--- config.mk ---
export PLATFORM = sky130hd
export DESIGN_NAME = port_mapped_memory_pager
export DESIGN_NICKNAME = d
export VERILOG_FILES = /design/src/mmp_pkg.sv /design/src/mmp_decode.sv /design/src/mmp_state.sv /design/src/port_mapped_memory_pager.sv
export SDC_FILE = /design/constraint.sdc
export NUM_CORES = 1
export LEC_CHECK = 0
export BUFFER_PORTS_ARGS = -buffer_cell sky130_fd_sc_hd__buf_4
export CORE_ASPECT_RATIO = 1.2
export CORE_MARGIN = 8
export CORE_UTILIZATION = 60
export CTS_BUF_LIST = sky130_fd_sc_hd__clkbuf_16
export DETAILED_ROUTE_END_ITERATION = 10
export PLACE_DENSITY_LB_ADDON = 0.3
export SYNTH_ARGS = -nofsm -noshare
export SYNTH_HDL_FRONTEND = slang
export SYNTH_SLANG_ARGS = --single-unit
--- constraint.sdc ---
create_clock -name clk -period 5.12 [get_ports clk]
set_input_delay 0.256 -clock clk [delete_from_list [all_inputs] [get_ports clk]]
set_output_delay 0.256 -clock clk [all_outputs]
set_load 0.005 [all_outputs]
--- src/mmp_pkg.sv ---
// ----------------------------------------------------------------------------
// mmp_pkg - shared types and constants for the port-mapped memory pager
// Window count, port codes, decode command and status encodings.
// ----------------------------------------------------------------------------
package mmp_pkg;

  localparam int NumWindows   = 4;
  localparam int RomPageCount = 32;
  localparam int WinIdxW      = $clog2(NumWindows);
  localparam int RomPageW     = $clog2(RomPageCount);

  // Port codes
  localparam logic [7:0]  LoShadow     = 8'hBF;
  localparam logic [7:0]  LoManager    = 8'h77;
  localparam logic [15:0] PortExtCtrl  = 16'hEFF7;
  localparam logic [11:0] PortPageMix  = 12'hFF7;
  localparam logic [11:0] PortPageRam  = 12'h7F7;
  localparam logic [15:0] PortLegacy   = 16'h7FFD;
  localparam logic [15:0] PortNvIdxA   = 16'hDFF7;
  localparam logic [15:0] PortNvIdxB   = 16'hDEF7;
  localparam logic [15:0] PortNvDataA  = 16'hBFF7;
  localparam logic [15:0] PortNvDataB  = 16'hBEF7;

  localparam logic [7:0]  PageReset    = 8'hFF;

  typedef enum logic [2:0] {
    CMD_NONE,
    CMD_SHADOW,
    CMD_MGR,
    CMD_EXT,
    CMD_PAGE,
    CMD_LEGACY,
    CMD_NVIDX
  } cmd_kind_t;

  typedef enum logic [1:0] {
    ST_OK        = 2'd0,
    ST_SD_IGNORE = 2'd1,
    ST_UNHANDLED = 2'd2
  } status_t;

  // Mode registers
  typedef struct packed {
    logic [7:0] shadow;
    logic [7:0] mgr;
    logic [7:0] ext;
    logic [7:0] legacy;
    logic [7:0] nvidx;
  } mode_regs_t;

  // Decoded write
  typedef struct packed {
    cmd_kind_t          kind;
    logic [WinIdxW-1:0] win;
    logic [7:0]         page;
    logic               ram;
    logic [7:0]         value;
    logic               we;
    status_t            status;
  } cmd_t;

endpackage

--- src/mmp_decode.sv ---
// ----------------------------------------------------------------------------
// mmp_decode - port decoder
// Priority decode of one port write into a register update command.
// ----------------------------------------------------------------------------
module mmp_decode (
  input  logic [15:0]        port_addr,
  input  logic [7:0]         write_value,
  input  mmp_pkg::mode_regs_t regs,
  output mmp_pkg::cmd_t      cmd
);
  import mmp_pkg::*;

  logic       shadow_open;
  logic [7:0] hi;
  logic [7:0] lo;
  logic [7:0] inv;
  logic [7:0] ram_sub;
  logic [7:0] mix_page;
  logic [7:0] ram_page;

  assign hi  = port_addr[15:8];
  assign lo  = port_addr[7:0];
  assign inv = ~write_value;
  assign shadow_open = regs.shadow[0] | ~regs.mgr[1];

  // RAM low-bit substitution from the legacy paging register
  always_comb begin
    if (regs.ext[2]) begin
      ram_sub = {inv[7:3], regs.legacy[2:0]};
    end else begin
      ram_sub = {inv[7:6], regs.legacy[7:5], regs.legacy[2:0]};
    end
  end

  always_comb begin
    if (write_value[6]) begin
      if (write_value[7]) begin
        mix_page = {2'b00, ram_sub[5:0]};
      end else begin
        mix_page = {2'b00, inv[5:0]};
      end
    end else begin
      if (write_value[7]) begin
        mix_page = {3'b000, inv[4:1], ~regs.mgr[1]};
      end else begin
        mix_page = {3'b000, inv[4:0]};
      end
    end
    ram_page = write_value[7] ? ram_sub : inv;
  end

  always_comb begin
    cmd        = '0;
    cmd.kind   = CMD_NONE;
    cmd.status = ST_OK;
    cmd.win    = hi[7:6];
    cmd.value  = write_value;
    if (lo == LoShadow) begin
      cmd.kind = CMD_SHADOW;
    end else if (lo == LoManager && shadow_open) begin
      cmd.kind  = CMD_MGR;
      cmd.value = hi;
    end else if (port_addr == PortExtCtrl) begin
      cmd.kind = CMD_EXT;
    end else if (port_addr[11:0] == PortPageMix && shadow_open) begin
      cmd.kind = CMD_PAGE;
      cmd.page = mix_page;
      cmd.ram  = write_value[6];
    end else if (port_addr[11:0] == PortPageRam && shadow_open) begin
      cmd.kind = CMD_PAGE;
      cmd.page = ram_page;
      cmd.ram  = 1'b1;
    end else if (port_addr == PortLegacy) begin
      cmd.kind = CMD_LEGACY;
    end else if (port_addr == PortNvIdxA && !shadow_open) begin
      cmd.kind = CMD_NVIDX;
    end else if (port_addr == PortNvIdxB && shadow_open) begin
      cmd.kind = CMD_NVIDX;
    end else if (port_addr == PortNvDataA && !shadow_open) begin
      cmd.we = regs.ext[7];
    end else if (port_addr == PortNvDataB && shadow_open) begin
      cmd.we = 1'b1;
    end else if (lo == LoManager) begin
      cmd.status = ST_SD_IGNORE;
    end else begin
      cmd.status = ST_UNHANDLED;
    end
  end

endmodule

--- src/mmp_state.sv ---
// ----------------------------------------------------------------------------
// mmp_state - paging and mode registers
// Applies one decoded command and reports the effective window mapping.
// ----------------------------------------------------------------------------
module mmp_state (
  input  logic                                   clk,
  input  logic                                   rst,
  input  logic                                   apply,
  input  mmp_pkg::cmd_t                          cmd,
  output mmp_pkg::mode_regs_t                    regs,
  output mmp_pkg::mode_regs_t                    regs_next,
  output logic [mmp_pkg::NumWindows-1:0][7:0]    eff_page,
  output logic [mmp_pkg::NumWindows-1:0]         eff_ram
);
  import mmp_pkg::*;

  logic [NumWindows-1:0][7:0] seg_page;
  logic [NumWindows-1:0][7:0] seg_page_next;
  logic [NumWindows-1:0]      seg_ram;
  logic [NumWindows-1:0]      seg_ram_next;

  always_comb begin
    seg_page_next = seg_page;
    seg_ram_next  = seg_ram;
    regs_next     = regs;
    unique case (cmd.kind)
      CMD_SHADOW: regs_next.shadow = cmd.value;
      CMD_MGR:    regs_next.mgr    = cmd.value;
      CMD_EXT:    regs_next.ext    = cmd.value;
      CMD_PAGE: begin
        seg_page_next[cmd.win] = cmd.page;
        seg_ram_next[cmd.win]  = cmd.ram;
      end
      CMD_LEGACY: begin
        seg_page_next[NumWindows-1] = {5'b00000, cmd.value[2:0]};
        seg_ram_next[NumWindows-1]  = 1'b1;
        seg_page_next[0]            = {seg_page[0][7:1], cmd.value[4]};
        seg_ram_next[0]             = 1'b0;
        regs_next.legacy            = cmd.value;
      end
      CMD_NVIDX:  regs_next.nvidx  = cmd.value;
      default: ;
    endcase
  end

  always_ff @(posedge clk) begin
    if (rst) begin
      seg_page <= {NumWindows{PageReset}};
      seg_ram  <= '0;
      regs     <= '0;
    end else if (apply) begin
      seg_page <= seg_page_next;
      seg_ram  <= seg_ram_next;
      regs     <= regs_next;
    end
  end

  // Effective mapping after the write: manager off, then force-RAM0, then ROM wrap
  always_comb begin
    for (int i = 0; i < NumWindows; i++) begin
      eff_page[i] = seg_page_next[i];
      eff_ram[i]  = seg_ram_next[i];
      if (!regs_next.mgr[0]) begin
        eff_page[i] = PageReset;
        eff_ram[i]  = 1'b0;
      end
      if (regs_next.ext[3] && i == 0) begin
        eff_page[i] = '0;
        eff_ram[i]  = 1'b1;
      end
      if (!eff_ram[i]) begin
        eff_page[i] = {{(8-RomPageW){1'b0}}, eff_page[i][RomPageW-1:0]};
      end
    end
  end

endmodule

--- src/port_mapped_memory_pager.sv ---
// ----------------------------------------------------------------------------
// port_mapped_memory_pager - I/O port driven memory pager with NVRAM port
// Pipeline: an accepted port write is held in the input register, then
//   decode/update writes its result word into the result register.
// Throughput: one write per cycle when out_ready; stall holds a full stage 1.
// Reset: windows map ROM page 255 (reported as page 31), mode registers clear.
// ----------------------------------------------------------------------------
module port_mapped_memory_pager (
  input  logic        clk,
  input  logic        rst,
  // write channel
  input  logic        in_valid,
  output logic        in_ready,
  input  logic [15:0] port_addr,
  input  logic [7:0]  write_value,
  // result channel
  output logic        out_valid,
  input  logic        out_ready,
  output logic [7:0]  win0_page,
  output logic        win0_ram,
  output logic [7:0]  win1_page,
  output logic        win1_ram,
  output logic [7:0]  win2_page,
  output logic        win2_ram,
  output logic [7:0]  win3_page,
  output logic        win3_ram,
  output logic        nvram_we,
  output logic [7:0]  nvram_addr,
  output logic [7:0]  nvram_data,
  output logic [1:0]  write_status
);
  import mmp_pkg::*;

  // Input register stage
  logic        s1_valid;
  logic [15:0] s1_port;
  logic [7:0]  s1_value;
  logic        s1_fire;

  // Decode and state
  cmd_t                       cmd;
  mode_regs_t                 regs;
  mode_regs_t                 regs_next;
  logic [NumWindows-1:0][7:0] eff_page;
  logic [NumWindows-1:0]      eff_ram;

  // Result register
  logic [NumWindows-1:0][7:0] res_page;
  logic [NumWindows-1:0]      res_ram;
  logic                       res_we;
  logic [7:0]                 res_addr;
  logic [7:0]                 res_data;
  status_t                    res_status;

  // The stage-1 word moves into the result register when that register is
  // empty or being drained this cycle; state commits in the same cycle.
  assign s1_fire  = s1_valid && (!out_valid || out_ready);
  assign in_ready = !s1_valid || s1_fire;

  always_ff @(posedge clk) begin
    if (rst) begin
      s1_valid <= 1'b0;
    end else if (in_ready) begin
      s1_valid <= in_valid;
    end
  end

  always_ff @(posedge clk) begin
    if (in_valid && in_ready) begin
      s1_port  <= port_addr;
      s1_value <= write_value;
    end
  end

  mmp_decode u_decode (
    .port_addr  (s1_port),
    .write_value(s1_value),
    .regs       (regs),
    .cmd        (cmd)
  );

  mmp_state u_state (
    .clk      (clk),
    .rst      (rst),
    .apply    (s1_fire),
    .cmd      (cmd),
    .regs     (regs),
    .regs_next(regs_next),
    .eff_page (eff_page),
    .eff_ram  (eff_ram)
  );

  always_ff @(posedge clk) begin
    if (rst) begin
      out_valid <= 1'b0;
    end else if (s1_fire) begin
      out_valid <= 1'b1;
    end else if (out_ready) begin
      out_valid <= 1'b0;
    end
  end

  always_ff @(posedge clk) begin
    if (s1_fire) begin
      res_page   <= eff_page;
      res_ram    <= eff_ram;
      res_we     <= cmd.we;
      res_addr   <= regs_next.nvidx;
      res_data   <= cmd.we ? s1_value : 8'h00;
      res_status <= cmd.status;
    end
  end

  assign win0_page    = res_page[0];
  assign win0_ram     = res_ram[0];
  assign win1_page    = res_page[1];
  assign win1_ram     = res_ram[1];
  assign win2_page    = res_page[2];
  assign win2_ram     = res_ram[2];
  assign win3_page    = res_page[3];
  assign win3_ram     = res_ram[3];
  assign nvram_we     = res_we;
  assign nvram_addr   = res_addr;
  assign nvram_data   = res_data;
  assign write_status = res_status;

  // An NVRAM store only comes from a handled write
  a_we_status: assert property (@(posedge clk) disable iff (rst)
    out_valid && nvram_we |-> write_status == ST_OK)
    else $error("nvram store with non-ok status");

  // No store means no data on the bus
  a_we_data: assert property (@(posedge clk) disable iff (rst)
    out_valid && !nvram_we |-> nvram_data == 8'h00)
    else $error("nvram data without store");

  // Window 0, as a ROM window, never reports a page beyond the ROM page count
  a_rom_wrap: assert property (@(posedge clk) disable iff (rst)
    out_valid && !win0_ram |-> win0_page[7:RomPageW] == '0)
    else $error("window 0 rom page out of range");

  // Force-RAM0 in effect after a write means window 0 reports RAM page 0
  a_force_ram0: assert property (@(posedge clk) disable iff (rst)
    s1_fire && regs_next.ext[3] |=> win0_ram && win0_page == 8'h00)
    else $error("force ram0 not applied");

  // A stalled stage-1 word is kept
  a_s1_hold: assert property (@(posedge clk) disable iff (rst)
    s1_valid && !s1_fire |=> s1_valid && $stable(s1_port) && $stable(s1_value))
    else $error("stage 1 word lost under stall");

endmodule
==> flow_summary.toml <==
[global_routing]
antenna_found_initial = 0
grt_max_degree = 59
grt_pass1_wl_um = 23400
track_usage_pct = 22.7
grt-ovfl-total = 0
grt_pass1_vias = 4427

[setup_path]
arrival_ns = 3.82
required_ns = 5.42
critPathBufInv = 0
regToRegEndpoint = "u_state.seg_page[10]$_SDFFE_PP1P_"
critPathTopFamily = "simple AND/OR/NAND/NOR gates"
regToRegSetupSlack_ns = 1.60
cp_cell_sequence = "nand4b_2 -> nor4_4 -> o2111ai_1 -> nor2_1 -> nor2b_1 -> a211o_1"
critical_path.max_stage_delay_ns = 1.03
rr_startpoint = "s1_port[3]$_DFFE_PP_"
cp_max_fo = 17
reg2regPathDepth = 6
slowest_stage = "nor2_1"
cp.depth = 6
worstSetupPathType = "register to register"
endpoint_kind = "register"
start_kind = "register"

[clock_network]
cts.sinks = 137
cts_hold_buffers = 0
clock_latency_ns = 0.42
clk_path_buf_depth = 2
cts_inserted_buffers = 17
clockRootBuffer = "clkbuf_16"
h-tree-depth = 4
cts_setup_buffers = 0
clk_pin_slew_ns = 0.06
cts_tree = "done"
post_cts_resized = 0

[placement]
dpl.cell_count = 705
hpwl_um = 10400
io_buffers = 84
finalWeightedCongestion = 1.01
placedInstanceArea_um2 = 6600

[routing]
wirelength_um = 14800
ant_nets = 0
drcViolationCount = 0
avgViaCountPerCell = 6.03
drtIter0Drc = 313
via_count = 4447
drtPass1Iterations = 6
wl_per_cell_um = 20.0

[worst_hold_path]
holdCritStartpoint = "port_addr[8]"
hold_path_class = "input pin to register"
hold_depth = 1
whs_endpoint = "s1_port[8]$_DFFE_PP_"

[sta]
setup-tns-final_ns = 0
timing.fmax_mhz = 284
tightest_slew_ns = 1.10
post-route-period-util_pct = 68.8
relSlewSlack_pct = 26.7
period_minus_slack_ns = 3.52
grt_setup_unrepaired = "no"
hold_viol_final = 0
drv_slew = 0
finalSetupViolCount = 0
clock_skew_ns = 0.00708

[floorplanning]
row_count = 39
die_h_um = 124
die_w_um = 106
pin_count = 85
fp.dieArea_um2 = 13200
start_util_pct = 61.5
core_area_um2 = 9520

[synth]
synth-edff-count = 79
synth_top_area_share_pct = 40.5
synth-seq-area-share_pct = 60.3
yosysWarnings = 0
async_flop_share_pct = 0
synth_area_per_cell_um2 = 11.4
synth-seq-cells = 137
yosysMostFrequentCell = "edfxtp_1"
synth_common_cells = "79 x edfxtp_1, 58 x dfxtp_1, 55 x nand2_1"
synth_flop_cell = "edfxtp_1"
syn_inst = 514
syn_nets = 542
synth_top_area_cell = "edfxtp_1"
ys_types = 51
syn-cell-area_um2 = 5860
yosys-top-cells-area = "edfxtp_1 41%, dfxtp_1 20%, a211o_1 3.7%"

[power]
switching_share_pct = 21.3
p_clk_share_pct = 44.7
power.switching_w = 0.000503
total_leakage_power_nw = 2.52
power.share.sequential_pct = 51.3
finalPower_w = 0.00236
power_frac_comb_pct = 3.9
pwr_density_cell_nw_per_um2 = 332
intPower_w = 0.00186
peakVddDrop_v = 0.000219

[layout]
antenna_cells = 0
drive_above_1_share_pct = 23.1
fin_cells = 737
fin_nets = 629
area_growth_pct = 21.6
fin_area_um2 = 7120
postLayoutCoreUtil_pct = 74.8

[outcome]
status = "completed"

[job]
cap_violations = 0
==> metal layers <==
metal / global-route usage, % / vias up / share of wire [%]
met1: 26.4 / 2115 / 37
met4: 14.7 / 0 / 4.6
li1: - / 2087 / -
met2: 36.6 / 198 / 51
met3: 5.28 / 47 / 7.4
met5: 0 / - / 0
==> power by group through the flow <==
stage               Clock (W)  Combinational, W  Sequential [W]
detailed placement          0         0.0000940         0.00123
finish                0.00106         0.0000933         0.00121
global placement            0         0.0000928         0.00123
global route          0.00111          0.000101         0.00121
floorplan                   0         0.0000417         0.00123
CTS                   0.00107         0.0000945         0.00121
==> worst max path at each step <==
stage / startpoint / endpoint / slack, ns
floorplan: out_valid$_SDFFE_PP0P_ / nvram_addr[0]$_DFFE_PP_ / 2.06
global placement: s1_port[3]$_DFFE_PP_ / u_state.seg_page[8]$_SDFFE_PP1P_ / 1.94
detailed placement: s1_port[3]$_DFFE_PP_ / u_state.seg_page[14]$_SDFFE_PP1P_ / 1.73
CTS: s1_port[3]$_DFFE_PP_ / u_state.seg_page[10]$_SDFFE_PP1P_ / 1.67
global route: s1_port[3]$_DFFE_PP_ / u_state.seg_page[15]$_SDFFE_PP1P_ / 1.32
finish: s1_port[3]$_DFFE_PP_ / u_state.seg_page[10]$_SDFFE_PP1P_ / 1.60
==> cell usage in the layout, fill, tap and decap left out, drive strengths merged, types with 2 or more instances in the layout <==
| cell type | count |
|---|---|
| dfxtp | 58 |
| o2111ai | 2 |
| mux2i | 18 |
| a22oi | 3 |
| clkinv | 9 |
| buf | 91 |
| or2 | 2 |
| nor2b | 27 |
| a31oi | 3 |
| nor4 | 7 |
| a211o | 25 |
| nand2 | 55 |
| nand3 | 17 |
| and2 | 12 |
| o21a | 4 |
| a211oi | 8 |
| nand4b | 4 |
| nand4 | 3 |
| a221o | 10 |
| clkbuf | 18 |
| nor3b | 3 |
| a21oi | 32 |
| mux2 | 14 |
| o21ai | 11 |
| o211ai | 9 |
| a221oi | 2 |
| edfxtp | 79 |
| nand2b | 9 |
| nor2 | 39 |
| inv | 15 |
| nor3 | 13 |
==> sequential cells by signal (all words and copies together), names as in the netlist <==
name / flops
nvram_addr: 8
out_valid: 1
write_status: 2
s1_value: 8
u_state.regs: 20
win3_page: 8
s1_valid: 1
res_ram: 4
u_state.seg_page: 32
win2_page: 8
win1_page: 8
s1_port: 16
nvram_data: 8
nvram_we: 1
win0_page: 8
u_state.seg_ram: 4
==> per-stage QoR <==
step	setup WS, ns	hold WS [ns]
after global routing	1.32	0.00183
final	1.60	0.0113
after global placement	1.94	0.431
after floorplan	2.06	0.355
after CTS	1.67	0.00450
after detailed placement	1.73	0.435
==> cell type report <==
cell class,count,area [µm²]
flip-flops and latches,137,3530
well taps,123,154
inverters,10,37.5
repair buffers,91,683
clock buffers,18,450
multi-input cells,344,2190
clock inverters,14,68.8
fillers,633,2400
==> cells by family (layout without fill, tap and decap cells) <==
| kind of cell | after synthesis | count (layout) | synth area share [%] |
|---|---|---|---|
| buffers and inverters | 33 | 133 | 2.22 |
| xor gates and xnor gates | 1 | 1 | 0.150 |
| AOI/OAI and AO/OA | 116 | 116 | 14.2 |
| muxes | 32 | 32 | 5.77 |
| DFF | 137 | 137 | 60.3 |
| and+or+nand+nor | 195 | 195 | 17.3 |
(Power assumes the default switching activity.)
